$ cat src/sv/sdtc_pkg.sv
// ----------------------------------------------------------------------------
// Sobel double-threshold classifier package
// Shared widths, reset values, register indexes, class codes and stage types.
// ----------------------------------------------------------------------------
`default_nettype none

package sdtc_pkg;

    localparam int MAX_WIDTH_DEF  = 1024;
    localparam int MAX_HEIGHT_DEF = 1024;
    localparam int MIN_DIM        = 3;

    localparam int PIX_W   = 8;
    localparam int DIM_W   = 11;
    localparam int THR_W   = 21;
    localparam int POS_W   = 10;
    localparam int GRAD_W  = 11;
    localparam int SQ_W    = 20;
    localparam int MAG_W   = 21;
    localparam int CLS_W   = 2;
    localparam int IDX_W   = 3;
    localparam int LINE_W  = 2 * PIX_W;

    localparam logic [DIM_W-1:0] RST_FRAME_WIDTH   = 11'd640;
    localparam logic [DIM_W-1:0] RST_FRAME_HEIGHT  = 11'd480;
    localparam logic             RST_DOUBLE_MODE   = 1'b1;
    localparam logic [THR_W-1:0] RST_SINGLE_THRESH = 21'd20800;
    localparam logic [THR_W-1:0] RST_LOW_THRESH    = 21'd9000;
    localparam logic [THR_W-1:0] RST_HIGH_THRESH   = 21'd17800;

    typedef enum logic [IDX_W-1:0] {
        CFG_FRAME_WIDTH   = 3'd0,
        CFG_FRAME_HEIGHT  = 3'd1,
        CFG_DOUBLE_MODE   = 3'd2,
        CFG_SINGLE_THRESH = 3'd3,
        CFG_LOW_THRESH    = 3'd4,
        CFG_HIGH_THRESH   = 3'd5
    } t_cfg_idx;

    typedef enum logic [CLS_W-1:0] {
        CLS_NONE   = 2'd0,
        CLS_WEAK   = 2'd1,
        CLS_STRONG = 2'd2
    } t_cls_code;

    typedef struct packed {
        logic [DIM_W-1:0] frame_width;
        logic [DIM_W-1:0] frame_height;
        logic             double_mode;
        logic [THR_W-1:0] single_thresh;
        logic [THR_W-1:0] low_thresh;
        logic [THR_W-1:0] high_thresh;
    } t_cfg;

    typedef struct packed {
        logic                     has_int;
        logic                     has_bdr;
        logic [POS_W-1:0]         int_row;
        logic [POS_W-1:0]         int_col;
        logic [POS_W-1:0]         bdr_row;
        logic [POS_W-1:0]         bdr_col;
        logic signed [GRAD_W-1:0] gx;
        logic signed [GRAD_W-1:0] gy;
    } t_grad;

    typedef struct packed {
        logic             has_int;
        logic             has_bdr;
        logic [POS_W-1:0] int_row;
        logic [POS_W-1:0] int_col;
        t_cls_code        int_cls;
        logic [POS_W-1:0] bdr_row;
        logic [POS_W-1:0] bdr_col;
    } t_cls;

endpackage

`default_nettype wire

$ cat src/sv/sdtc_cfg.sv
// ----------------------------------------------------------------------------
// Sobel classifier register file
// Holds frame size, mode and thresholds; takes one write request per cycle.
// ----------------------------------------------------------------------------
`default_nettype none

module sdtc_cfg (
    input  wire logic                       i_clk,
    input  wire logic                       i_rst_n,
    input  wire logic                       i_valid,
    output logic                            o_ready,
    input  wire logic [sdtc_pkg::IDX_W-1:0] i_index,
    input  wire logic [sdtc_pkg::THR_W-1:0] i_data,
    output sdtc_pkg::t_cfg                  o_cfg
);

    sdtc_pkg::t_cfg r_cfg;

    assign o_ready = 1'b1;
    assign o_cfg   = r_cfg;

    always_ff @(posedge i_clk) begin
        if (!i_rst_n) begin
            r_cfg.frame_width   <= sdtc_pkg::RST_FRAME_WIDTH;
            r_cfg.frame_height  <= sdtc_pkg::RST_FRAME_HEIGHT;
            r_cfg.double_mode   <= sdtc_pkg::RST_DOUBLE_MODE;
            r_cfg.single_thresh <= sdtc_pkg::RST_SINGLE_THRESH;
            r_cfg.low_thresh    <= sdtc_pkg::RST_LOW_THRESH;
            r_cfg.high_thresh   <= sdtc_pkg::RST_HIGH_THRESH;
        end else if (i_valid) begin
            unique case (sdtc_pkg::t_cfg_idx'(i_index))
                sdtc_pkg::CFG_FRAME_WIDTH: begin
                    r_cfg.frame_width <= i_data[sdtc_pkg::DIM_W-1:0];
                end
                sdtc_pkg::CFG_FRAME_HEIGHT: begin
                    r_cfg.frame_height <= i_data[sdtc_pkg::DIM_W-1:0];
                end
                sdtc_pkg::CFG_DOUBLE_MODE: begin
                    r_cfg.double_mode <= i_data[0];
                end
                sdtc_pkg::CFG_SINGLE_THRESH: begin
                    r_cfg.single_thresh <= i_data;
                end
                sdtc_pkg::CFG_LOW_THRESH: begin
                    r_cfg.low_thresh <= i_data;
                end
                sdtc_pkg::CFG_HIGH_THRESH: begin
                    r_cfg.high_thresh <= i_data;
                end
                default: begin
                end
            endcase
        end
    end

endmodule

`default_nettype wire

$ cat config.mk
export PLATFORM = sky130hd
export DESIGN_NAME = sdtc_cfg
export DESIGN_NICKNAME = d
export VERILOG_FILES = /design/src/sv/sdtc_pkg.sv /design/src/sv/sdtc_cfg.sv
export SDC_FILE = /design/constraint.sdc
export NUM_CORES = 1
export LEC_CHECK = 0
export BUFFER_PORTS_ARGS = -buffer_cell sky130_fd_sc_hd__clkbuf_2
export CAP_MARGIN = 0
export CORE_MARGIN = 4
export CORE_UTILIZATION = 42
export CTS_BUF_LIST = sky130_fd_sc_hd__clkbuf_4
export DETAILED_ROUTE_END_ITERATION = 12
export PLACE_DENSITY = 0.78
export SLEW_MARGIN = 10
export SYNTH_ARGS = -nofsm -noshare
export SYNTH_HDL_FRONTEND = slang
export SYNTH_SLANG_ARGS = --single-unit
$ cat constraint.sdc
create_clock -name i_clk -period 2.02 [get_ports i_clk]
set_clock_uncertainty 0.1 [all_clocks]
set_input_delay 0.202 -clock i_clk [delete_from_list [all_inputs] [get_ports i_clk]]
set_output_delay 0.202 -clock i_clk [all_outputs]
set_load 0.02 [all_outputs]
# ---- After elaboration in Yosys (flattened, before gate mapping)
# Cells that the tools add are included.
# W data, S select, Z words.
dict set report word_totals {
  word_cells 18
  output_inout_bits 87
  register_bits 86
}
dict set report op_classes {
  eq_ne 5
  n_reduce_logical 7
}
# cell count
set ops {}
lappend ops {{$reduce_and A2 Y1} 6}
lappend ops {{$eq A3 B2 Y1 const B} 2}
lappend ops {{$eq A3 B3 Y1 const B} 2}
lappend ops {{$eq A3 B1 Y1 const B} 1}
lappend ops {{$logic_not A3 Y1} 1}

# ---- Depth between registers and ports, before layout
dict set report depth {
  depth_word 2
  mapped_depth 5
}

# ---- Worst setup path before layout
# Ideal clock, no wire load.
dict set report synth_timing {
  kind {in2reg}
  startpoint {input port i_index[0] (netlist name)}
  endpoint {register r_cfg (netlist bit o_cfg[82])}
  stages 4
  path_buffers 2
  slack_ns 0.697
  t_arrival_ns 1.099
  path_cell_list {buf_6 > or4b_4 > buf_6 > mux2i_1}
}
dict set report synth_between {
  elab_chain_cells 2
}
# element line
set synth_rtl {}
lappend synth_rtl {{start: declaration} sdtc_cfg.sv:12} ;# input wire logic [sdtc_pkg::IDX_W-1:0] i_index,
lappend synth_rtl {{$logic_not A3 Y1} sdtc_cfg.sv:31} ;# unique case (sdtc_pkg::t_cfg_idx'(i_index))
lappend synth_rtl {{$reduce_and A2 Y1 (no source line)} --}
lappend synth_rtl {{end: declaration} sdtc_cfg.sv:17} ;# sdtc_pkg::t_cfg r_cfg;
# Every way passes these cells.
# A chain may end at the register's enable or synchronous reset.

# ---- Worst setup path in the final report
dict set report layout_timing {
  startpoint {register r_cfg (netlist bit o_cfg[74])}
  endpoint {output port o_cfg[74] (netlist name)}
}
# element line
set layout_rtl {}
lappend layout_rtl {{end: declaration} sdtc_cfg.sv:14} ;# output sdtc_pkg::t_cfg o_cfg
# No word-level cell between the ends.

==> impl_metrics.yaml <==
synthesis:
  yosys.area_share.xor_xnor: 0
  synth_compound_area_frac: 0
  synth_nets: 351
  synthMuxAreaShare: 0.259
  synth_area_leader_cell: "dfxtp_1"
  ys_top_cells_by_area: "dfxtp_1 (52%), mux2i_1 (26%), nand2_1 (9.7%)"
  netlist_instances: 324
  async_flop_share: 0
  ys.flop_type: "dfxtp_1"
  yosysTopAreaCellShare: 0.518
  ys.warnings.count: 0
  synthSimpleGateAreaFrac: 0.183
  ys_seq_elements: 86
  yosys.area_share.adder: 0
  synth_top_family_by_area: "multiplexers"
  synthesis.area_um2: 3320
  synth_edf_count: 0
  ys_top_cells_by_count: "dfxtp_1 (86), mux2i_1 (86), nand2_1 (86), nor2b_1 (32), clkbuf_1 (12)"
  avgSynthCellArea_um2: 10.3
  yosys.cell_types.count: 15
  ys_seq_area_frac: 0.518
global_routing:
  gr-total-overflow: 0
  grt_pass1_vias: 2681
  grt_max_degree: 53
  antenna_found_initial: 0
  track_usage: 0.177
  grt_pass1_wl_um: 13300
worst_setup_path:
  cp.depth: 1
  cp_cell_sequence: "clkbuf_2"
  worstPathArrival_ns: 0.99
  rr_worst_depth: 2
  cp_top_family: "flip-flops"
  crit_path_start_kind: "register"
  max_stage_delay_ns: 0.38
  criticalPathCategory: "reg -> out"
  crit_fanout: 2
  cpMaxStageDelayCell: "dfxtp_1"
  cp.required_ns: 1.72
  end_kind: "output pin"
  cp.buffers_inverters: 1
cts:
  path_clk_slew_ns: 0.15
  root_buffer: "clkbuf_4"
  htree_num_levels: 3
  clockBufferDepth: 2
  clkLatencyLatePin_ns: 0.42
  cts_tree: "built"
  cts_buffers: 9
  numClockSinks: 86
drt:
  vias: 2630
  postRouteAntennaNets: 0
  wl_per_cell_um: 14.7
  drcViolationCount: 0
  drt_iter0_drc: 77
  via_per_inst: 4.73
  wl_um: 8180
  drtPass1Iterations: 4
cells_and_area:
  fillers: 680
  regArea_um2: 1720
  fin_area_um2: 4260
  final_util: 0.551
  drive_above_1_share: 0.306
  antenna_cells: 0
  fin_cells: 556
  multi_input_area_um2: 1480
  nets: 477
  largest_reg_flops: 86
  syn2layout_area_growth_pct: 28.2
sta:
  finalCriticalPeriod_ns: 1.29
  setup_viol: 0
  hold_viol: 0
  period_share: 0.638
  max_slew_margin: 0.628
  tns_ns: 0
  max_freq_ghz: 0.776
  tightest_slew_ns: 0.556
  maxSlewViolCount: 0
  grt_setup_unrepaired: "false"
power_and_ir_drop:
  netSwitchingPower_mw: 0.793
  p_sw_frac: 0.272
  power_density_nw_per_um2: 684
  seq_power_share: 0.602
  ir_drop_mv: 0.371
  p_comb_frac: 0.107
  pwr-share-clk: 0.291
  leakagePower_nw: 2.11
  internal_power_mw: 2.12
worst_hold_path:
  min_delay_path_depth: 3
  hold_class: "in -> reg"
status:
  status: "finished clean"
placement:
  gp_congestion: 0.718
  place_area_um2: 3970
  dp_hpwl_um: 5760
  placed_cells: 523
  portBuffers: 112
floorplan:
  ioPinCount: 114
  num_rows: 32
  die_area_um2: 9400
  die_y_um: 96.9
  die_w_um: 96.9
  initial_core_util: 0.430
  coreArea_um2: 7730
job:
  drv_cap: 0
-- layer usage --
metal  vias to the layer above  GRT usage  wire (um)
met2                        75      0.298       4000
met5                         -          0          0
li1                       1313          -          -
met1                      1231      0.210       3590
met4                         0     0.0551        108
met3                        11     0.0613        473
-- layout by cell type, fill, tap and decap left out, types with 2 or more instances in the layout --
master         synthesis  layout
clkbuf_2               0     111
mux2i_1               86      86
nand2_1               86      86
dfxtp_1               86      86
nor2b_1               32      32
dlygate4sd3_1          0      18
buf_4                  2      11
clkbuf_4               0       9
inv_6                  0       3
nand4b_1               2       2
clkinvlp_4             0       2
-- worst paths after layout --
| kind | endpoint | slack [ns] | start |
|---|---|---|---|
| setup reg to reg | o_cfg[76]$_SDFFE_PN0P_ | 1.26 | o_cfg[76]$_SDFFE_PN0P_ |
| hold / removal | o_cfg[79]$_SDFFE_PN0P_ | 0.04 | i_data[4] |
| hold reg to reg | o_cfg[57]$_SDFFE_PN0P_ | 0.37 | o_cfg[57]$_SDFFE_PN0P_ |
| setup / recovery | o_cfg[74] | 0.73 | o_cfg[74]$_SDFFE_PN0P_ |
-- cell families (layout without fill, tap and decap cells) --
family,Yosys count,count (layout)
buf+inv,25,155
flops,86,86
mux,86,86
other cells,1,1
simple gates,126,126
-- stage by stage --
step                power (mW)  hold slack, ns  worst slack (ns)
global placement          2.07           0.344             0.618
finish                    2.91          0.0380             0.731
global route              3.07          0.0153             0.642
CTS                       2.96         0.00814             0.689
detailed placement        2.08           0.347             0.574
floorplan                 1.97           0.241             0.697
-- what timing repair did --
action	4_1_cts	5_1_grt
hold buffers	18	0
setup buffers	0	0
endpoints found under the hold margin	60	0
resized for setup	0	0
-- power groups by stage --
stage	Clock (mW)	Sequential [mW]	Combinational, mW
final	0.849	1.76	0.310
after global routing	0.975	1.76	0.337
after CTS	0.892	1.76	0.312
after detailed placement	0	1.79	0.284
after global placement	0	1.79	0.278
after floorplan	0	1.84	0.139
-- worst register-to-register path, stage by stage, from the launching register on --
cell and delay (ns):
dfxtp_1 0.38, nand2_1 0.06, mux2i_1 0.15
-- final cells by class --
class	count	share of cell area
clock buffers	9	0.0159
clock inverters	6	0.0109
flip-flops and latches	86	0.404
well taps	102	0.0300
multi-input cells	213	0.347
repair buffers	140	0.192
Power figures use the tool's default switching activity.
