`config.mk`:
```
export PLATFORM = sky130hd
export DESIGN_NAME = sdtc_obuf
export DESIGN_NICKNAME = d
export VERILOG_FILES = /design/src/sv/sdtc_pkg.sv /design/src/sv/sdtc_obuf.sv
export SDC_FILE = /design/constraint.sdc
export NUM_CORES = 1
export LEC_CHECK = 0
export ABC_AREA = 1
export BUFFER_PORTS_ARGS = -buffer_cell sky130_fd_sc_hd__buf_4
export CORE_MARGIN = 1.5
export CORE_UTILIZATION = 25
export DETAILED_ROUTE_END_ITERATION = 8
export PLACE_DENSITY = 0.51
export SYNTH_ARGS = -nofsm -noshare
export SYNTH_HDL_FRONTEND = slang
export SYNTH_SLANG_ARGS = --single-unit
```
`constraint.sdc`:
```
create_clock -name i_clk -period 4.3 [get_ports i_clk]
set_input_delay 0.43 -clock i_clk [delete_from_list [all_inputs] [get_ports i_clk]]
set_output_delay 0.43 -clock i_clk [all_outputs]
set_load 0.005 [all_outputs]
```
`src/sv/sdtc_pkg.sv`:
```
// ----------------------------------------------------------------------------
// Sobel double-threshold classifier package
// Shared widths, reset values, register indexes, class codes and stage types.
// ----------------------------------------------------------------------------
`default_nettype none

package sdtc_pkg;

    localparam int MAX_WIDTH_DEF  = 1024;
    localparam int MAX_HEIGHT_DEF = 1024;
    localparam int MIN_DIM        = 3;

    localparam int PIX_W   = 8;
    localparam int DIM_W   = 11;
    localparam int THR_W   = 21;
    localparam int POS_W   = 10;
    localparam int GRAD_W  = 11;
    localparam int SQ_W    = 20;
    localparam int MAG_W   = 21;
    localparam int CLS_W   = 2;
    localparam int IDX_W   = 3;
    localparam int LINE_W  = 2 * PIX_W;

    localparam logic [DIM_W-1:0] RST_FRAME_WIDTH   = 11'd640;
    localparam logic [DIM_W-1:0] RST_FRAME_HEIGHT  = 11'd480;
    localparam logic             RST_DOUBLE_MODE   = 1'b1;
    localparam logic [THR_W-1:0] RST_SINGLE_THRESH = 21'd20800;
    localparam logic [THR_W-1:0] RST_LOW_THRESH    = 21'd9000;
    localparam logic [THR_W-1:0] RST_HIGH_THRESH   = 21'd17800;

    typedef enum logic [IDX_W-1:0] {
        CFG_FRAME_WIDTH   = 3'd0,
        CFG_FRAME_HEIGHT  = 3'd1,
        CFG_DOUBLE_MODE   = 3'd2,
        CFG_SINGLE_THRESH = 3'd3,
        CFG_LOW_THRESH    = 3'd4,
        CFG_HIGH_THRESH   = 3'd5
    } t_cfg_idx;

    typedef enum logic [CLS_W-1:0] {
        CLS_NONE   = 2'd0,
        CLS_WEAK   = 2'd1,
        CLS_STRONG = 2'd2
    } t_cls_code;

    typedef struct packed {
        logic [DIM_W-1:0] frame_width;
        logic [DIM_W-1:0] frame_height;
        logic             double_mode;
        logic [THR_W-1:0] single_thresh;
        logic [THR_W-1:0] low_thresh;
        logic [THR_W-1:0] high_thresh;
    } t_cfg;

    typedef struct packed {
        logic                     has_int;
        logic                     has_bdr;
        logic [POS_W-1:0]         int_row;
        logic [POS_W-1:0]         int_col;
        logic [POS_W-1:0]         bdr_row;
        logic [POS_W-1:0]         bdr_col;
        logic signed [GRAD_W-1:0] gx;
        logic signed [GRAD_W-1:0] gy;
    } t_grad;

    typedef struct packed {
        logic             has_int;
        logic             has_bdr;
        logic [POS_W-1:0] int_row;
        logic [POS_W-1:0] int_col;
        t_cls_code        int_cls;
        logic [POS_W-1:0] bdr_row;
        logic [POS_W-1:0] bdr_col;
    } t_cls;

endpackage

`default_nettype wire

```
`src/sv/sdtc_obuf.sv`:
```
// ----------------------------------------------------------------------------
// Sobel classifier output buffer
// Holds one pixel's results and sends the delayed interior result first,
// then the border result, marking the final one.
// ----------------------------------------------------------------------------
`default_nettype none

module sdtc_obuf (
    input  wire logic                        i_clk,
    input  wire logic                        i_rst_n,
    input  wire logic                        i_valid,
    output logic                             o_ready,
    input  sdtc_pkg::t_cls                   i_item,
    output logic                             o_valid,
    input  wire logic                        i_ready,
    output logic [sdtc_pkg::POS_W-1:0]       o_pixel_row,
    output logic [sdtc_pkg::POS_W-1:0]       o_pixel_col,
    output logic [sdtc_pkg::CLS_W-1:0]       o_edge_class,
    output logic                             o_last
);

    sdtc_pkg::t_cls r_item;
    logic           r_pend_int;
    logic           r_pend_bdr;
    logic           send;

    assign o_valid = r_pend_int || r_pend_bdr;
    assign o_last  = !(r_pend_int && r_pend_bdr);
    assign send    = o_valid && i_ready;
    assign o_ready = !o_valid || (send && o_last);

    always_comb begin
        if (r_pend_int) begin
            o_pixel_row  = r_item.int_row;
            o_pixel_col  = r_item.int_col;
            o_edge_class = r_item.int_cls;
        end else begin
            o_pixel_row  = r_item.bdr_row;
            o_pixel_col  = r_item.bdr_col;
            o_edge_class = sdtc_pkg::CLS_NONE;
        end
    end

    always_ff @(posedge i_clk) begin
        if (!i_rst_n) begin
            r_pend_int <= 1'b0;
            r_pend_bdr <= 1'b0;
        end else if (i_valid && o_ready) begin
            r_pend_int <= i_item.has_int;
            r_pend_bdr <= i_item.has_bdr;
        end else if (send) begin
            if (r_pend_int) begin
                r_pend_int <= 1'b0;
            end else begin
                r_pend_bdr <= 1'b0;
            end
        end
    end

    always_ff @(posedge i_clk) begin
        if (i_valid && o_ready) begin
            r_item <= i_item;
        end
    end

endmodule

`default_nettype wire

```
Word level (Yosys, flattened, before mapping)
Cells that the tools add are included.
W data, S select, Z words.
{ "word_totals": {"in_bits": 48, "word_cells": 26, "ff_bits": 44} }
{ "classes": {"eq_ne": 1, "n_reduce_logical": 10, "muxes": 8} }
{ "op_table": {"columns": ["operator", "count"], "rows": [
  ["$mux W10", 2],
  ["$mux W1", 5],
  ["$logic_and A1 B1 Y1", 4],
  ["$logic_not A1 Y1", 2],
  ["$logic_or A1 B1 Y1", 2],
  ["$mux W2", 1],
  ["$ne A2 B1 Y1 const B", 1],
  ["$reduce_and A2 Y1", 1],
  ["$reduce_bool A2 Y1", 1]
]} }

Logic depth before layout (Yosys ltp)
{ "logic_depth": {"depth_word": 7, "depth_mapped": 6, "mapped_depth_nobuf": 5} }

Worst setup path after synthesis
No wires, ideal clock.
{ "synth_path": {"path_type": "flip-flop to flip-flop", "from": "register r_pend_int", "to": "register r_item[0] (netlist bit), enable pin", "setup_time_ns": 0.506, "path_buffers": 1, "arrival_ns": 3.642, "required_time_ns": 3.794, "path_stages_with_launch": 5, "slack_ns": 0.152, "cell_sequence": "dfxtp_1 > buf_6 > clkinv_2 > nand2_4 > a21boi_0"} }
{ "synth_via": {"elab_chain_len": 5, "word_cells_on_any_way": 8, "classes_between": "reduce/logical (8)"} }
{ "synth_rtl": {"columns": ["item", "line", "source"], "rows": [
  ["start: declaration", "sdtc_obuf.sv:23", "logic r_pend_int;"],
  ["start signal: assignment", "sdtc_obuf.sv:49", "r_pend_int <= i_item.has_int;"],
  ["$logic_or A1 B1 Y1 (*)", "sdtc_obuf.sv:27", "assign o_valid = r_pend_int || r_pend_bdr;"],
  ["via o_valid", "sdtc_obuf.sv:14", "output logic o_valid,"],
  ["$logic_and A1 B1 Y1", "sdtc_obuf.sv:29", "assign send = o_valid && i_ready;"],
  ["$logic_and A1 B1 Y1", "sdtc_obuf.sv:30", "assign o_ready = !o_valid || (send && o_last);"],
  ["$logic_or A1 B1 Y1 (*)", "sdtc_obuf.sv:30", null],
  ["$logic_and A1 B1 Y1 (*)", "sdtc_obuf.sv:61", "if (i_valid && o_ready) begin"],
  ["end signal: assignment", "sdtc_obuf.sv:62", "r_item <= i_item;"],
  ["end: declaration", "sdtc_obuf.sv:22", "sdtc_pkg::t_cls r_item;"]
]} }
The timed path passes the listed nets; every way through them passes the cells marked *.
A chain may end at the register's enable or synchronous reset.

Worst setup path after layout
{ "layout_path": {"from": "register r_pend_int", "to": "output o_ready"} }
{ "layout_via": {"elab_chain_len": 4, "word_cells_on_any_way": 7, "classes_between": "reduce/logical (7)"} }
{ "layout_rtl": {"columns": ["item", "line", "source"], "rows": [
  ["$logic_or A1 B1 Y1 / $logic_and A1 B1 Y1 (equally long branches)", "sdtc_obuf.sv:27, sdtc_obuf.sv:28", null],
  ["$logic_and A1 B1 Y1 / $logic_not A1 Y1 (equally long branches)", "sdtc_obuf.sv:29, sdtc_obuf.sv:28", null],
  ["$logic_and A1 B1 Y1", "sdtc_obuf.sv:30", null],
  ["$logic_or A1 B1 Y1 (*)", "sdtc_obuf.sv:30", null],
  ["end: declaration", "sdtc_obuf.sv:12", "output logic o_ready,"]
]} }
Mark *: on every way between the ends. The rest lies on a longest branch, timed or not.

==> results.md <==
- Syn Area/Cell: 13.0 sq um
- Grt total ovfl: 0
- Wirelength per Cell: roughly 13 microns
- Final setup vio count: 0
- Die span in x: 84.6 microns
- Clock skew: approximately 0.006 ns
- Post-synthesis sequential area ratio: 78.1%
- Netlist cell types: 13
- VDD IR max: 0.000164 V
- Share of cells above drive strength 1: 42.2%
- Ranking of synthesized cells by area: edfxtp_1 76%, nand2_1 14%, dfxtp_1 2.4%
- PD cells: around 360 nW/um^2
- Total routed wirelength: 3.53 mm
- DR vias/cell: about 4.0
- Post-synth net total: roughly 180
- CP top delay family: buffers and inverters
- Status: finished clean
- H-Tree Depth: 2
- # DRC: 0
- Final Net Count: 252
- CP Buf/Inv Count: 3
- Crit-path max cell delay: 0.54 ns
- TritonCTS clock tree: built
- # IOs: 73
- Worst Hold Path EP: r_item[22]$_DFFE_PP_
- Final Critical Period: around 2.3 ns
- Top_reg_cell synth: edfxtp_1
- Sw Ratio: 21.7%
- Share of power burned in registers: between 50 and 60%
- Final hold violations: 0
- Detailed placement HPWL: ~2.6 mm
- Crit end category: output port
- Pwr Total: 862 uW
- Switch Pwr: approximately 190 uW
- Hold path start: i_item[22]
- Largest area contributor in the netlist: edfxtp_1
- Inserted Diodes: 0
- Critical Path Source: r_pend_int$_SDFFE_PN0P_
- WS Path Type: reg2out
- First-pass iteration count of the detailed router: 3
- Die area: 7160 sq um
- Clk Tree Root Cell: clkbuf_8
- Critical path peak fanout: 21
- Part of the cycle the worst path needs: between 50% and 60%
- Fmax: 444 MHz
- Clk buf depth: 2
- Initial antenna violation count: 0
- Post-Synthesis Cells: 128
- RSZ-0062 raised after global routing: no
- R2R cell count: 5
- Post-Syn Area: 1670 sq um
- Post-synth top area share: 75.7%
- Internal Power: 675 uW
- Measured slew at the worst slew-check pin: 0.535 ns
- WHS Path Cells: 1
- Pins Over Slew Limit: 0
- Worst r2r src: r_pend_int$_SDFFE_PN0P_
- Core footprint: between 6000 and 7000 sq um
- Post-route cell area: between 2000 and 2500 sq um
- Commonest cells post-synth: 63 x nand2_1, 42 x edfxtp_1, 5 x inv_1
- Fin Setup TNS: 0 ns
- Cts hold-fix bufs: 0
- Req. time, crit path: between 3 and 4 ns
- Antenna Nets Post-Route: 0
- Clk pwr share: 27.7%
- Max-cap violations: 0
- Post-layout util: between 30 and 40%
- HP Class: in2reg
- Asr flop ratio synth: 0%
- Clk sinks: 44
- DRT iter0 DRCs: 62
- Slew HR: 64.3%
- #FFs+latches synth: 44
- CTS resizes: 0
- Largest net degree at the start of global routing: 43
- Total CTS buffers: 5
- Cell Area, Placed: 2300 sq um
- Area growth, synth to finish: 42.6%
- Post-CTS setup buffers: 0
- Post-synth EDFFs: 42
- Power share of the combinational group: 13.2%
- First-pass GRT wire length: ~5.3 mm
- Most common cell in the netlist: nand2_1
- Yosys warns: 0
- Slowest cell on crit path: dfxtp_1
- Critical path cell sequence: buf_4 -> clkinv_2 -> nand2_4 -> nand2_4 -> buf_4
- Arr. time, crit path: 1.82 ns
- Leakage Power: 0.00108 uW
- DR vias: 1113
- Worst Setup Start Kind: register
- Die Ht: 84.6 microns
- Reg-to-reg slack, setup: 2.28 ns
- Vias in the first global route: 1113
- Final GP Congestion: between 0.7 and 0.8
- Gr usage total: 10.0%
- Initial core utilization: 26.1%
- Clk pin slew, worst setup/hold paths: 0.08 ns
- Port buffer count: 72
- Reg2Reg Capture Point: r_item[34]$_DFFE_PP_
- Worst skew pair latency: ~0.29 ns
- Site row count: 29
## routing by layer
layer	share of wire [%]	routed length, microns	GRT usage [%]	vias up
li1	-	-	-	574
met1	38	1340	10.2	494
met2	54	1900	17.9	38
met3	6.1	215	3.15	7
met4	2.3	80	5.72	0
met5	0	0	0	-
## final cells by class
type,instances,area [sq um]
tap,77,96.3
inverter,6,23.8
sequential,44,1300
fill,638,4010
multi-input combinational,73,320
clock buffer,6,72.6
clock inverter,1,5.00
timing repair buffer,74,556
## per-stage QoR
step	cells	setup WS, ns	hold WS, ns
2_1_floorplan	128	0.152	0.497
3_3_place_gp	274	2.29	0.530
3_5_place_dp	274	2.25	0.521
4_1_cts	281	1.99	0.294
5_1_grt	281	1.86	0.293
6_report	281	2.05	0.310
## power by group through the flow
stage | Clock (uW) | Combinational, uW | Sequential, uW
6_report | 239 | 113 | 510
5_1_grt | 264 | 125 | 513
4_1_cts | 253 | 117 | 510
3_5_place_dp | 0 | 117 | 520
3_3_place_gp | 0 | 117 | 520
2_1_floorplan | 0 | 41.5 | 520
## sequential cells by signal, indices dropped and copies added (netlist names)
signal      cells
r_pend_bdr      1
r_item         42
r_pend_int      1
## logic make-up after synthesis
logic type | synth area share (%)
compound gates | 1.35
flops | 78.1
buf+inv | 3.31
simple gates | 17.2
## worst register-to-register path, stage by stage (launching register included)
cell and delay, ns:
dfxtp_1 0.42, buf_4 0.25, clkinv_2 0.24, nand2_4 0.12
a21boi_4 0.15, buf_4 0.46
## placed cells by master (no fill, tap or decap)
master	instances
clkbuf_1	1
clkbuf_8	5
a21boi_4	1
nand2_2	1
buf_4	74
clkinv_2	2
a21oi_1	2
nand2_1	63
edfxtp_1	42
o21ai_0	1
dfxtp_1	2
nand2_4	3
nand3_1	2
inv_1	5
## worst max-delay path by stage
stage | to | slack [ns] | depth (start not counted)
floorplan | r_item[0]$_DFFE_PP_ | 0.15 | 4
global placement | r_item[2]$_DFFE_PP_ | 2.29 | 5
detailed placement | r_item[24]$_DFFE_PP_ | 2.25 | 5
CTS | o_ready | 1.99 | 5
global route | o_ready | 1.86 | 5
finish | o_ready | 2.05 | 5
Note: power is estimated with default switching activity, not from simulation.
