==> src/sv/sdtc_pkg.sv <==
// ----------------------------------------------------------------------------
// Sobel double-threshold classifier package
// Shared widths, reset values, register indexes, class codes and stage types.
// ----------------------------------------------------------------------------
`default_nettype none

package sdtc_pkg;

    localparam int MAX_WIDTH_DEF  = 1024;
    localparam int MAX_HEIGHT_DEF = 1024;
    localparam int MIN_DIM        = 3;

    localparam int PIX_W   = 8;
    localparam int DIM_W   = 11;
    localparam int THR_W   = 21;
    localparam int POS_W   = 10;
    localparam int GRAD_W  = 11;
    localparam int SQ_W    = 20;
    localparam int MAG_W   = 21;
    localparam int CLS_W   = 2;
    localparam int IDX_W   = 3;
    localparam int LINE_W  = 2 * PIX_W;

    localparam logic [DIM_W-1:0] RST_FRAME_WIDTH   = 11'd640;
    localparam logic [DIM_W-1:0] RST_FRAME_HEIGHT  = 11'd480;
    localparam logic             RST_DOUBLE_MODE   = 1'b1;
    localparam logic [THR_W-1:0] RST_SINGLE_THRESH = 21'd20800;
    localparam logic [THR_W-1:0] RST_LOW_THRESH    = 21'd9000;
    localparam logic [THR_W-1:0] RST_HIGH_THRESH   = 21'd17800;

    typedef enum logic [IDX_W-1:0] {
        CFG_FRAME_WIDTH   = 3'd0,
        CFG_FRAME_HEIGHT  = 3'd1,
        CFG_DOUBLE_MODE   = 3'd2,
        CFG_SINGLE_THRESH = 3'd3,
        CFG_LOW_THRESH    = 3'd4,
        CFG_HIGH_THRESH   = 3'd5
    } t_cfg_idx;

    typedef enum logic [CLS_W-1:0] {
        CLS_NONE   = 2'd0,
        CLS_WEAK   = 2'd1,
        CLS_STRONG = 2'd2
    } t_cls_code;

    typedef struct packed {
        logic [DIM_W-1:0] frame_width;
        logic [DIM_W-1:0] frame_height;
        logic             double_mode;
        logic [THR_W-1:0] single_thresh;
        logic [THR_W-1:0] low_thresh;
        logic [THR_W-1:0] high_thresh;
    } t_cfg;

    typedef struct packed {
        logic                     has_int;
        logic                     has_bdr;
        logic [POS_W-1:0]         int_row;
        logic [POS_W-1:0]         int_col;
        logic [POS_W-1:0]         bdr_row;
        logic [POS_W-1:0]         bdr_col;
        logic signed [GRAD_W-1:0] gx;
        logic signed [GRAD_W-1:0] gy;
    } t_grad;

    typedef struct packed {
        logic             has_int;
        logic             has_bdr;
        logic [POS_W-1:0] int_row;
        logic [POS_W-1:0] int_col;
        t_cls_code        int_cls;
        logic [POS_W-1:0] bdr_row;
        logic [POS_W-1:0] bdr_col;
    } t_cls;

endpackage

`default_nettype wire

==> src/sv/sdtc_grad.sv <==
// ----------------------------------------------------------------------------
// Sobel classifier magnitude and threshold stages
// Squares gx and gy, sums them and classifies against the thresholds.
// ----------------------------------------------------------------------------
`default_nettype none

module sdtc_grad (
    input  wire logic                       i_clk,
    input  wire logic                       i_rst_n,
    input  wire logic                       i_valid,
    output logic                            o_ready,
    input  sdtc_pkg::t_grad                 i_item,
    input  wire logic                       i_double_mode,
    input  wire logic [sdtc_pkg::THR_W-1:0] i_single_thresh,
    input  wire logic [sdtc_pkg::THR_W-1:0] i_low_thresh,
    input  wire logic [sdtc_pkg::THR_W-1:0] i_high_thresh,
    output logic                            o_valid,
    input  wire logic                       i_ready,
    output sdtc_pkg::t_cls                  o_item
);

    localparam int PRW = 2 * sdtc_pkg::GRAD_W;

    logic signed [PRW-1:0] gx_sq;
    logic signed [PRW-1:0] gy_sq;

    logic                          r_s_valid;
    sdtc_pkg::t_grad               r_s_item;
    logic [sdtc_pkg::SQ_W-1:0]     r_s_gx2;
    logic [sdtc_pkg::SQ_W-1:0]     r_s_gy2;

    logic [sdtc_pkg::MAG_W-1:0]    mag;
    sdtc_pkg::t_cls_code           cls;
    logic                          fire_s;

    logic                          r_k_valid;
    sdtc_pkg::t_cls                r_k_item;

    assign gx_sq = i_item.gx * i_item.gx;
    assign gy_sq = i_item.gy * i_item.gy;

    assign fire_s  = r_s_valid && (!r_k_valid || i_ready);
    assign o_ready = !r_s_valid || fire_s;

    always_ff @(posedge i_clk) begin
        if (!i_rst_n) begin
            r_s_valid <= 1'b0;
        end else if (i_valid && o_ready) begin
            r_s_valid <= 1'b1;
        end else if (fire_s) begin
            r_s_valid <= 1'b0;
        end
    end

    always_ff @(posedge i_clk) begin
        if (i_valid && o_ready) begin
            r_s_item <= i_item;
            r_s_gx2  <= gx_sq[sdtc_pkg::SQ_W-1:0];
            r_s_gy2  <= gy_sq[sdtc_pkg::SQ_W-1:0];
        end
    end

    assign mag = sdtc_pkg::MAG_W'(r_s_gx2) + sdtc_pkg::MAG_W'(r_s_gy2);

    always_comb begin
        priority if (!i_double_mode) begin
            cls = (mag >= i_single_thresh) ? sdtc_pkg::CLS_WEAK : sdtc_pkg::CLS_NONE;
        end else if (mag <= i_low_thresh) begin
            cls = sdtc_pkg::CLS_NONE;
        end else if (mag <= i_high_thresh) begin
            cls = sdtc_pkg::CLS_WEAK;
        end else begin
            cls = sdtc_pkg::CLS_STRONG;
        end
    end

    always_ff @(posedge i_clk) begin
        if (!i_rst_n) begin
            r_k_valid <= 1'b0;
        end else if (fire_s) begin
            r_k_valid <= 1'b1;
        end else if (i_ready) begin
            r_k_valid <= 1'b0;
        end
    end

    always_ff @(posedge i_clk) begin
        if (fire_s) begin
            r_k_item.has_int <= r_s_item.has_int;
            r_k_item.has_bdr <= r_s_item.has_bdr;
            r_k_item.int_row <= r_s_item.int_row;
            r_k_item.int_col <= r_s_item.int_col;
            r_k_item.int_cls <= cls;
            r_k_item.bdr_row <= r_s_item.bdr_row;
            r_k_item.bdr_col <= r_s_item.bdr_col;
        end
    end

    assign o_valid = r_k_valid;
    assign o_item  = r_k_item;

endmodule

`default_nettype wire

==> config.mk <==
export PLATFORM = sky130hd
export DESIGN_NAME = sdtc_grad
export DESIGN_NICKNAME = d
export VERILOG_FILES = /design/src/sv/sdtc_pkg.sv /design/src/sv/sdtc_grad.sv
export SDC_FILE = /design/constraint.sdc
export NUM_CORES = 1
export LEC_CHECK = 0
export ABC_AREA = 1
export BUFFER_PORTS_ARGS = -buffer_cell sky130_fd_sc_hd__buf_2
export CAP_MARGIN = 20
export CORE_MARGIN = 8
export CORE_UTILIZATION = 40
export DETAILED_ROUTE_END_ITERATION = 8
export PLACE_DENSITY = 0.54
export SYNTH_ARGS = -nofsm -noshare
export SYNTH_HDL_FRONTEND = slang
export SYNTH_SLANG_ARGS = --single-unit
==> constraint.sdc <==
create_clock -name i_clk -period 6.61 [get_ports i_clk]
set_input_delay 0.661 -clock i_clk [delete_from_list [all_inputs] [get_ports i_clk]]
set_output_delay 0.661 -clock i_clk [all_outputs]
set_load 0.03 [all_outputs]
---- Yosys cells after proc, flatten, opt, wreduce, memory -nomap -nowiden ----
Index checks and enable logic that the tools add are counted.
storage, ports and cells
  logic and storage cells ................. 39
  register bits after elaboration ......... 128
cells by class
  magnitude comparators ................... 3
  reduce and logical (&&, ||, !) cells .... 8
  mux-type cells .......................... 8
  multiply operators ...................... 2
  add/sub/neg operators ................... 1
operator list
  cell                                            count
  21-bit less-or-equal comparator                 2
  11-bit by 11-bit multiplier with 20-bit output  2
  20-bit by 20-bit adder with 21-bit output       1
  21-bit greater-or-equal comparator              1
  2-bit two-way mux                               3
  1-bit two-way mux                               5
  2-bit nonzero test                              2
  1-bit logical AND                               2
  1-bit zero test                                 2
  1-bit logical OR                                2

---- Longest topological paths before layout ----
Gate-level depths: netlist of run 1.
  word-level depth ........................ 6
  depth in mapped cells ................... 22
  gate-level depth less buffers ........... 22

---- Worst setup path after synthesis of run 1 ----
OpenSTA, ideal clock, no wires.
  path kind ............................... input to register
  start point ............................. in i_item[4] (netlist name)
  end point ............................... reg r_s_gy2[18] (netlist name), data pin
  cell stages on the path ................. 19
  data required time ...................... 6.358 ns
  setup time .............................. 0.252 ns
  path slack .............................. 1.602 ns
  arrival ................................. 4.756 ns
  cell sequence ........................... clkbuf_1 -> nand2_1 -> fa_1 -> inv_1 -> fa_1 -> inv_1 -> fa_1 -> inv_1 -> fa_1 -> inv_1 -> fa_1 -> inv_1 -> ha_1 -> a21oi_1 -> o21ai_1 -> o211ai_1 -> nand2_1 -> nand2_1 -> nand2_1
between the ends
  longest elaborated chain between the ends .. 1
ends and longest elaborated chain
  what                                            line             text
  start, declared                                 sdtc_grad.sv:12  input sdtc_pkg::t_grad i_item,
  11-bit by 11-bit multiplier with 20-bit output  sdtc_grad.sv:40  assign gy_sq = i_item.gy * i_item.gy;
  named net gy_sq[18]                             sdtc_grad.sv:25  logic signed [PRW-1:0] gy_sq;
  end signal, assigned                            sdtc_grad.sv:59  r_s_gy2 <= gy_sq[sdtc_pkg::SQ_W-1:0];
  end, declared                                   sdtc_grad.sv:30  logic [sdtc_pkg::SQ_W-1:0] r_s_gy2;
The timed path passes the listed nets, and every way through them passes these cells.
A chain may end at the register's enable or synchronous reset.

---- Worst setup path in the final report of run 1 ----
  start point ............................. in i_item[10] (netlist name)
  end point ............................... reg r_s_gy2[19] (netlist name), data pin
The elaborated chain is that of the path after synthesis.

==> results.tsv, run 1 <==
stage	metric	value	unit
cells_and_area	P&R area growth vs syn	13.05	%
power	internal power	4.244	mW
timing	setup TNS	0	ns
clock_network	H-Tree Depth	4	
clock_network	Hold Buf Count CTS	0	
clock_network	clock tree buffer depth	2	
power	switch share	51.67	%
placement	placed cell count	2308	
outcome	status	complete, no violations	
grt	antenna violations before repair	0	
clock_network	post-CTS sizing	0	
synthesis	post-synth top area share	25.24	%
timing	endpoints failing setup	0	
worst_setup_path	Worst EP required	6.77	ns
timing	Max Freq	0.2050	GHz
synthesis	syn_nets	2171	
grt	overflow left after global routing	0	
route	Total Wirelength	33820	um
cells_and_area	fill count	3605	
timing	RSZ-0062 raised after global routing	no	
floorplan	Die Wd	209.1	um
synthesis	Yosys reg bits	126	
timing	Worst Hold Slack	0.4139	ns
synthesis	Mapped Area	0.01491	sq mm
cells_and_area	commonest non-fill, non-tap cells in the layout	454 x inv_1, 354 x nand2_1, 188 x fa_1, 177 x buf_2, 165 x ha_1	
route	DRC	0	
timing	final critical-path required period	4.878	ns
route	Avg WL per Cell	14.45	um
worst_setup_path	Crit Path Max Fanout	13	
synthesis	sequential share of the synthesized area	25.24	%
grt	first-pass GRT wire length	56270	um
timing	Final WS setup	1.732	ns
worst_setup_path	Setup CP Type	primary input to register	
synthesis	Yosys top cell by area	fa_1	
grt	vias in the first global route	11490	
placement	RePlAce Congestion	0.8295	
placement	Detail Placement HPWL	29120	um
route	drt first pass iters	5	
power	P_sw	4.538	mW
clock_network	CTS tree	yes	
timing	clock skew	0.008631	ns
power	Comb pwr share	75.6	%
timing	Slew HR	29.92	%
synthesis	Cells after Synth	1686	
placement	DP Worst Slack	1.287	ns
power	total power	8.782	mW
worst_setup_path	critical path arrival	5.04	ns
cells_and_area	commonest non-fill, non-tap cell in the layout	inv_1	
clock_network	clock sink count	126	
cells_and_area	layout cell share with drive strength beyond 1	13.30	%
route	starting DRC count in detailed routing	581	
min_path	hold crit path type	register to register	
floorplan	die area	0.04371	sq mm
floorplan	Initial Util	40.63	%
cells_and_area	final cell count without fillers	2340	
power	pwr dens	521.0	mW/mm^2
timing	final period utilization	73.80	%
clock_network	postcts setup bufs	0	
floorplan	IO Pins	178	
worst_setup_path	Worst setup SP type	primary input	
clock_network	Root Buffer	clkbuf_16	
timing	Hold Vio Cnt, Final	0	
route	Detail Route Antenna Nets	0	
cells_and_area	Antenna Cells	0	
power	sequential share of power	14.8	%
synthesis	post-synthesis cell type count	39	
clock_network	CTS buffer count	17	
placement	port bufs	177	
synthesis	Syn Area/Cell	8.844	sq um
clock_network	clock latency on the worst-skew pair	0.41	ns
job	max-cap viol count	0	
floorplan	# rows	70	
power	Peak VDD IR	0.2700	mV
timing	Worst Tran Pin Value	1.051	ns
route	routed vias	11020	
power	Pleak	9.271	nW
worst_setup_path	CP Capture Type	register	
power	Clock power frac	9.6	%
synthesis	Yosys Warn Count	0	
grt	gr usage total	15.73	%
floorplan	die height	209.1	um
synthesis	Synth area leaders	fa_1 25%, edfxtp_1 25%, ha_1 14%	
clock_network	clk slew on worst S/H paths	0.06	ns
grt	largest net degree at the start of global routing	81	
floorplan	core area	0.03670	sq mm
cells_and_area	Nets	2344	
route	drt via density	4.711	
timing	Slew Viols, Final	0	
registers in the layout (all words and copies together), names as in the netlist:
signal,count
r_s_gy2,19
o_valid,1
o_item,44
r_s_item,42
r_s_valid,1
r_s_gx2,19
critical path, stage by stage:
cell and delay (ns):
buf_2 0.26, inv_2 0.13, or2_2 0.30, fa_1 0.48
inv_1 0.05, fa_1 0.49, fa_1 0.43, fa_1 0.49
inv_1 0.05, fa_1 0.47, inv_1 0.04, ha_1 0.32
a21oi_1 0.25, o21ai_0 0.18, nand2_1 0.09, nand2_1 0.05
a21oi_1 0.14, inv_1 0.06, nand2_1 0.06, nand2_1 0.05
power groups by stage:
stage | combinational [mW] | sequential, mW | clock, mW
after global routing | 7.67 | 1.31 | 0.894
final | 6.64 | 1.30 | 0.842
after CTS | 6.72 | 1.30 | 0.865
after global placement | 6.57 | 1.32 | 0
after floorplan | 5.09 | 1.32 | 0
after detailed placement | 6.68 | 1.32 | 0
layer usage:
layer	share of wire (%)	track usage (%)	up-vias
met5	0	0	-
met4	1.0	3.111	0
met3	4.1	2.245	23
met2	50	28.11	203
met1	45	20.08	5310
li1	-	-	5487
area by class of cell:
type | instances | area [sq um] | share of cell area [%]
clock buffer | 17 | 425.4 | 2.524
clock inverter | 15 | 112.6 | 0.6681
inverter | 459 | 1724 | 10.23
multi-input combinational | 1075 | 9336 | 55.39
sequential | 126 | 3764 | 22.33
tap | 468 | 585.6 | 3.474
timing repair buffer | 180 | 908.4 | 5.389
synth_stat cells:
master and count:
a21o_1 9, a21oi_2 4, nor2_2 6, o21ai_0 17, and2_1 2, nand3b_1 6, nand4_1 16, nand4_2 2
o31ai_1 1, dfxtp_1 2, nand2_4 1, nand3_1 45, nor3_2 1, nand2_2 10, xnor2_1 22, inv_2 3
xor2_1 39, a31o_2 2, o21ai_1 4, fa_1 188, o21bai_1 6, clkbuf_1 25, and3_1 1, nor3_1 4
a21oi_1 78, buf_2 1, clkinv_1 1, inv_1 455, nand3_2 3, a21boi_1 1, nand2_1 354, ha_1 165
a21boi_0 2, o211ai_2 1, edfxtp_1 124, nor2_1 78, or2_2 3, o211ai_1 3, o21bai_2 1
worst paths after layout:
path | from | endpoint | slack [ns] | depth (start not counted)
setup / recovery | i_item[10] | r_s_gy2[19]$_DFFE_PP_ | 1.73 | 20
hold / removal | r_s_item[44]$_DFFE_PP_ | o_item[24]$_DFFE_PP_ | 0.41 | 0
setup reg to reg | r_s_gy2[5]$_DFFE_PP_ | o_item[20]$_DFFE_PP_ | 3.30 | 19
hold reg to reg | r_s_item[44]$_DFFE_PP_ | o_item[24]$_DFFE_PP_ | 0.41 | 0
logic make-up after synthesis:
group	count (synthesis)	share of synthesized area (%)
flops	126	25.24
compound gates	129	4.942
fa+ha+maj	353	39.09
simple gates	532	14.93
buf+inv	485	12.22
xor+xnor	61	3.583
metrics by stage:
stage	util, %	instance area, sq um
detailed placement	44.47	16320
floorplan	-	14910
global placement	44.47	16320
global route	45.93	16860
CTS	45.93	16860
finish	45.93	16860
(Power assumes the default switching activity.)
==> run 2: changes to the inputs <==
Clock period 6.61 ns to 4.9 ns, I/O delays scaled along.
==> results.tsv, run 2 (same netlist as run 1, synthesis figures left out) <==
stage	metric	value	unit
route	drt first pass iters	5	
power	pwr dens	729.0	mW/mm^2
clock_network	clk slew on worst S/H paths	0.06	ns
clock_network	post-CTS sizing	0	
route	routed vias	11290	
grt	antenna violations before repair	1	
cells_and_area	P&R area growth vs syn	18.20	%
clock_network	clock latency on the worst-skew pair	0.42	ns
worst_setup_path	critical path arrival	4.77	ns
worst_setup_path	Worst path depth	17	
floorplan	Initial Util	40.63	%
placement	port bufs	177	
clock_network	H-Tree Depth	4	
worst_setup_path	crit path cell chain	buf_2 -> nand2_1 -> fa_1 -> fa_1 -> fa_1 -> inv_1 -> fa_1 -> inv_1 -> fa_1 -> inv_1 -> ha_1 -> a21oi_1 -> nand3_2 -> nand2_1 -> nand3_1 -> nand3_1 -> nand2_1	
cells_and_area	final design utilization	48.03	%
grt	gr usage total	15.85	%
floorplan	die area	0.04371	sq mm
worst_setup_path	Reg2Reg Setup Slack	1.73	ns
route	Detail Route Antenna Nets	0	
clock_network	Hold Buf Count CTS	0	
cells_and_area	max FFs per register	44	
clock_network	clock tree buffer depth	2	
grt	largest net degree at the start of global routing	45	
cells_and_area	fill count	3555	
worst_setup_path	Worst setup SP type	primary input	
worst_setup_path	CP delay by family, top	adder cells	
placement	Post-DP Area	0.01697	sq mm
cells_and_area	commonest non-fill, non-tap cell in the layout	inv_1	
min_path	hold crit path type	primary input to register	
timing	Slew Viols, Final	0	
worst_setup_path	Crit Path Max Fanout	12	
floorplan	die height	209.1	um
power	Pleak	9.743	nW
min_path	Hold Path Sink	r_s_item[33]$_DFFE_PP_	
power	Peak VDD IR	0.4498	mV
route	DRC	0	
worst_setup_path	critical path buffer and inverter count	4	
timing	Max Freq	0.2162	GHz
grt	vias in the first global route	11950	
timing	RSZ-0062 raised after global routing	no	
floorplan	Die Wd	209.1	um
timing	Slew HR	53.89	%
placement	RePlAce Congestion	0.8220	
worst_setup_path	CP max stage cell	fa_1	
grt	overflow left after global routing	0	
timing	endpoints failing setup	0	
route	drt via density	4.655	
floorplan	IO Pins	178	
worst_setup_path	FF-to-FF path depth	18	
clock_network	Root Buffer	clkbuf_16	
cells_and_area	Register Area	0.003764	sq mm
worst_setup_path	Critical R2R Capture	o_item[20]$_DFFE_PP_	
timing	Worst Tran Pin Value	0.6909	ns
cells_and_area	Multi-input gate area	0.009336	sq mm
clock_network	clock sink count	126	
cells_and_area	Final Instance Area	0.01762	sq mm
outcome	status	complete, no violations	
clock_network	postcts setup bufs	0	
worst_setup_path	critical path's most frequent cell	fa_1	
route	Total Wirelength	33620	um
timing	final critical-path required period	4.625	ns
worst_setup_path	Reg2Reg Launch Point	r_s_gy2[6]$_DFFE_PP_	
timing	clock skew	0.01540	ns
timing	final period utilization	94.39	%
min_path	hold_sp	i_item[33]	
cells_and_area	layout cell share with drive strength beyond 1	17.02	%
clock_network	CTS buffer count	17	
route	Avg WL per Cell	13.86	um
worst_setup_path	Setup CP Type	primary input to register	
worst_setup_path	CP peak stage delay	0.51	ns
placement	Detail Placement HPWL	29450	um
grt	first-pass GRT wire length	56960	um
worst_setup_path	CP Capture Type	register	
job	max-cap viol count	0	
clock_network	CTS tree	yes	
min_path	worst hold stages	1	
route	starting DRC count in detailed routing	547	
cells_and_area	Nets	2428	
cells_and_area	commonest non-fill, non-tap cells in the layout	454 x inv_1, 354 x nand2_1, 188 x fa_1, 177 x buf_2, 165 x ha_1	
worst_setup_path	Worst EP required	5.04	ns
floorplan	core area	0.03670	sq mm
timing	Hold Vio Cnt, Final	0	
floorplan	# rows	70	
[run 2: cell types whose count changed in the layout (fill, tap and decap cells not counted)]
cell and delta:
buf_12 +2, buf_4 +82, bufinv_16 +5, clkbuf_1 +2
clkinv_1 -2, clkinv_4 +2, clkinvlp_4 -3, diode_2 +1
inv_6 -4
[run 2: routing by layer]
metal,global-route usage (%),wire length (um),up-vias,part of all wire (%)
met3,2.589,1344,32,4.0
met2,27.85,16440,201,49
met4,4.301,625,0,1.9
met1,19.97,15210,5401,45
li1,-,-,5654,-
met5,0,0,-,0
[run 2: power breakdown]
| part | internal [mW] | switching (mW) | total (mW) |
|---|---|---|---|
| logic | 4.04 | 5.69 | 9.73 |
| clock network | 0.906 | 0.468 | 1.37 |
| registers | 1.68 | 0.0671 | 1.74 |
[run 2: worst max path at each step]
stage	slack, ns	endpoint	from
after global routing	0.04	r_s_gy2[19]$_DFFE_PP_	i_item[10]
final	0.27	r_s_gx2[19]$_DFFE_PP_	i_item[18]
after floorplan	0.06	r_s_gy2[18]$_DFFE_PP_	i_item[4]
after detailed placement	-0.14	r_s_gx2[19]$_DFFE_PP_	i_item[18]
after global placement	-0.09	r_s_gx2[19]$_DFFE_PP_	i_item[18]
after CTS	0.31	r_s_gx2[19]$_DFFE_PP_	i_item[18]
[run 2: metrics by stage]
step | hold slack, ns | TNS (ns) | std cells | power [mW] | setup slack (ns)
after floorplan | 0.4003 | 0 | 1686 | 8.648 | 0.06292
after global placement | 0.4000 | -0.1958 | 2392 | 11.41 | -0.08627
after detailed placement | 0.4045 | -0.3850 | 2392 | 11.58 | -0.1359
after CTS | 0.2227 | 0 | 2424 | 13.01 | 0.3110
after global routing | 0.2204 | 0 | 2425 | 14.50 | 0.03647
final | 0.2392 | 0 | 2425 | 12.85 | 0.2748
[run 2: area by class of cell]
class	instances	area share [%]
clock buffers	19	2.456
well taps	468	3.322
repair buffers	264	8.874
multi-input cells	1075	52.97
diodes	1	0.01420
inverters	459	9.783
clock inverters	13	1.221
flip-flops and latches	126	21.35
==> run 3: changes to the inputs <==
Settings changed: CORE_UTILIZATION 40 to 50, GPL_ROUTABILITY_DRIVEN set to 0, PLACE_DENSITY 0.54 to 0.66.
==> results.tsv, run 3 (same netlist as run 1, synthesis figures left out) <==
stage	metric	value	unit
outcome	status	complete, no violations	
power	Pleak	9.557	nW
cells_and_area	commonest non-fill, non-tap cells in the layout	454 x inv_1, 354 x nand2_1, 188 x fa_1, 177 x buf_2, 165 x ha_1	
worst_setup_path	Worst setup SP type	primary input	
route	drt via density	4.848	
timing	Slew Viols, Final	0	
clock_network	clock latency on the worst-skew pair	0.42	ns
route	DRC	0	
worst_setup_path	CP peak stage delay	0.53	ns
clock_network	clock sink count	126	
min_path	Hold Path Sink	r_s_item[54]$_DFFE_PP_	
clock_network	clk slew on worst S/H paths	0.07	ns
worst_setup_path	CP max stage cell	fa_1	
cells_and_area	commonest non-fill, non-tap cell in the layout	inv_1	
floorplan	# rows	63	
grt	antenna violations before repair	0	
worst_setup_path	FF-to-FF path depth	17	
worst_setup_path	crit path cell chain	buf_2 -> inv_2 -> buf_4 -> buf_4 -> nor2_1 -> fa_1 -> fa_1 -> fa_1 -> fa_1 -> fa_1 -> ha_1 -> nand2_1 -> o21ai_0 -> nand2_1 -> nand2_1 -> a21oi_1 -> nand3_1 -> nand2_1	
grt	gr usage total	18.51	%
job	max-cap viol count	0	
placement	Detail Placement HPWL	27930	um
worst_setup_path	Reg2Reg Launch Point	r_s_gy2[9]$_DFFE_PP_	
route	Total Wirelength	32270	um
timing	RSZ-0062 raised after global routing	no	
floorplan	core area	0.02948	sq mm
floorplan	Die Wd	188.7	um
placement	port bufs	177	
timing	final critical-path required period	4.612	ns
clock_network	Root Buffer	clkbuf_16	
worst_setup_path	critical path's most frequent cell	fa_1	
route	Avg WL per Cell	13.95	um
clock_network	post-CTS sizing	0	
power	total power	12.26	mW
cells_and_area	Antenna Cells	0	
floorplan	die height	188.7	um
clock_network	CTS tree	yes	
placement	DP Worst Slack	-0.1175	ns
grt	overflow left after global routing	0	
min_path	hold_sp	i_item[54]	
grt	vias in the first global route	11710	
clock_network	H-Tree Depth	4	
cells_and_area	P&R area growth vs syn	15.37	%
floorplan	Initial Util	50.58	%
worst_setup_path	Worst EP required	5.06	ns
cells_and_area	layout cell share with drive strength beyond 1	15.75	%
worst_setup_path	Reg2Reg Setup Slack	1.73	ns
min_path	worst hold stages	1	
floorplan	die area	0.03560	sq mm
worst_setup_path	Setup CP Type	primary input to register	
worst_setup_path	Crit Path Max Fanout	8	
timing	final period utilization	94.13	%
grt	first-pass GRT wire length	54430	um
route	starting DRC count in detailed routing	544	
cells_and_area	Register Area	0.003764	sq mm
clock_network	CTS buffer count	17	
grt	largest net degree at the start of global routing	49	
timing	clock skew	0.01816	ns
timing	Final WS setup	0.2876	ns
timing	Hold Vio Cnt, Final	0	
clock_network	Hold Buf Count CTS	0	
worst_setup_path	Critical R2R Capture	o_item[20]$_DFFE_PP_	
cells_and_area	fill count	2638	
route	Detail Route Antenna Nets	0	
worst_setup_path	CP Capture Type	register	
timing	endpoints failing setup	0	
route	routed vias	11220	
power	pwr dens	712.5	mW/mm^2
power	Peak VDD IR	0.4331	mV
clock_network	clock tree buffer depth	2	
timing	Worst Tran Pin Value	0.9972	ns
min_path	hold crit path type	primary input to register	
cells_and_area	Multi-input gate area	0.009336	sq mm
timing	Max Freq	0.2168	GHz
timing	Slew HR	33.42	%
clock_network	postcts setup bufs	0	
route	drt first pass iters	5	
cells_and_area	Nets	2396	
cells_and_area	max FFs per register	44	
floorplan	IO Pins	178	
worst_setup_path	critical path arrival	4.77	ns
run 3: per-layer routing:
| layer | GRT usage [%] | share of wire [%] |
|---|---|---|
| met5 | 0 | 0 |
| met1 | 23.08 | 43 |
| met3 | 3.272 | 5.6 |
| met2 | 33.00 | 50 |
| met4 | 4.059 | 1.4 |
run 3: area by class of cell:
type / instances / area share [%]
sequential: 126 / 21.88
multi-input combinational: 1075 / 54.27
clock inverter: 15 / 0.9746
tap: 390 / 2.837
clock buffer: 17 / 2.473
inverter: 459 / 10.02
timing repair buffer: 232 / 7.550
run 3: how the worst max path moves through the flow:
stage | slack [ns] | from | endpoint
after global placement | -0.06 | i_item[21] | r_s_gx2[19]$_DFFE_PP_
after detailed placement | -0.12 | i_item[21] | r_s_gx2[19]$_DFFE_PP_
after floorplan | 0.06 | i_item[4] | r_s_gy2[18]$_DFFE_PP_
after global routing | 0.06 | i_item[21] | r_s_gx2[19]$_DFFE_PP_
final | 0.29 | i_item[21] | r_s_gx2[19]$_DFFE_PP_
after CTS | 0.32 | i_item[21] | r_s_gx2[19]$_DFFE_PP_
run 3: stage by stage:
| step | setup TNS (ns) | hold slack [ns] | util (%) | cell area, sq um | instances |
|---|---|---|---|---|---|
| 2_1_floorplan | 0 | 0.4003 | - | 14910 | 1686 |
| 3_3_place_gp | -0.05625 | 0.4006 | 56.34 | 16610 | 2282 |
| 3_5_place_dp | -0.3686 | 0.4045 | 56.34 | 16610 | 2282 |
| 4_1_cts | 0 | 0.2172 | 58.35 | 17200 | 2314 |
| 5_1_grt | 0 | 0.2194 | 58.35 | 17200 | 2314 |
| 6_report | 0 | 0.2316 | 58.35 | 17200 | 2314 |
run 3: power breakdown:
group          internal [mW]  switching [mW]
clock network          0.684           0.554
registers               1.67          0.0673
logic                   3.73            5.55
total                   6.09            6.17
run 3: critical path: cells and delay by family:
family                     cells  cell delay, ns
AOI/OAI and AO/OA              2            0.37
adders and majority gates      6            2.73
buffers and inverters          4            0.54
and+or+nand+nor                6            0.63
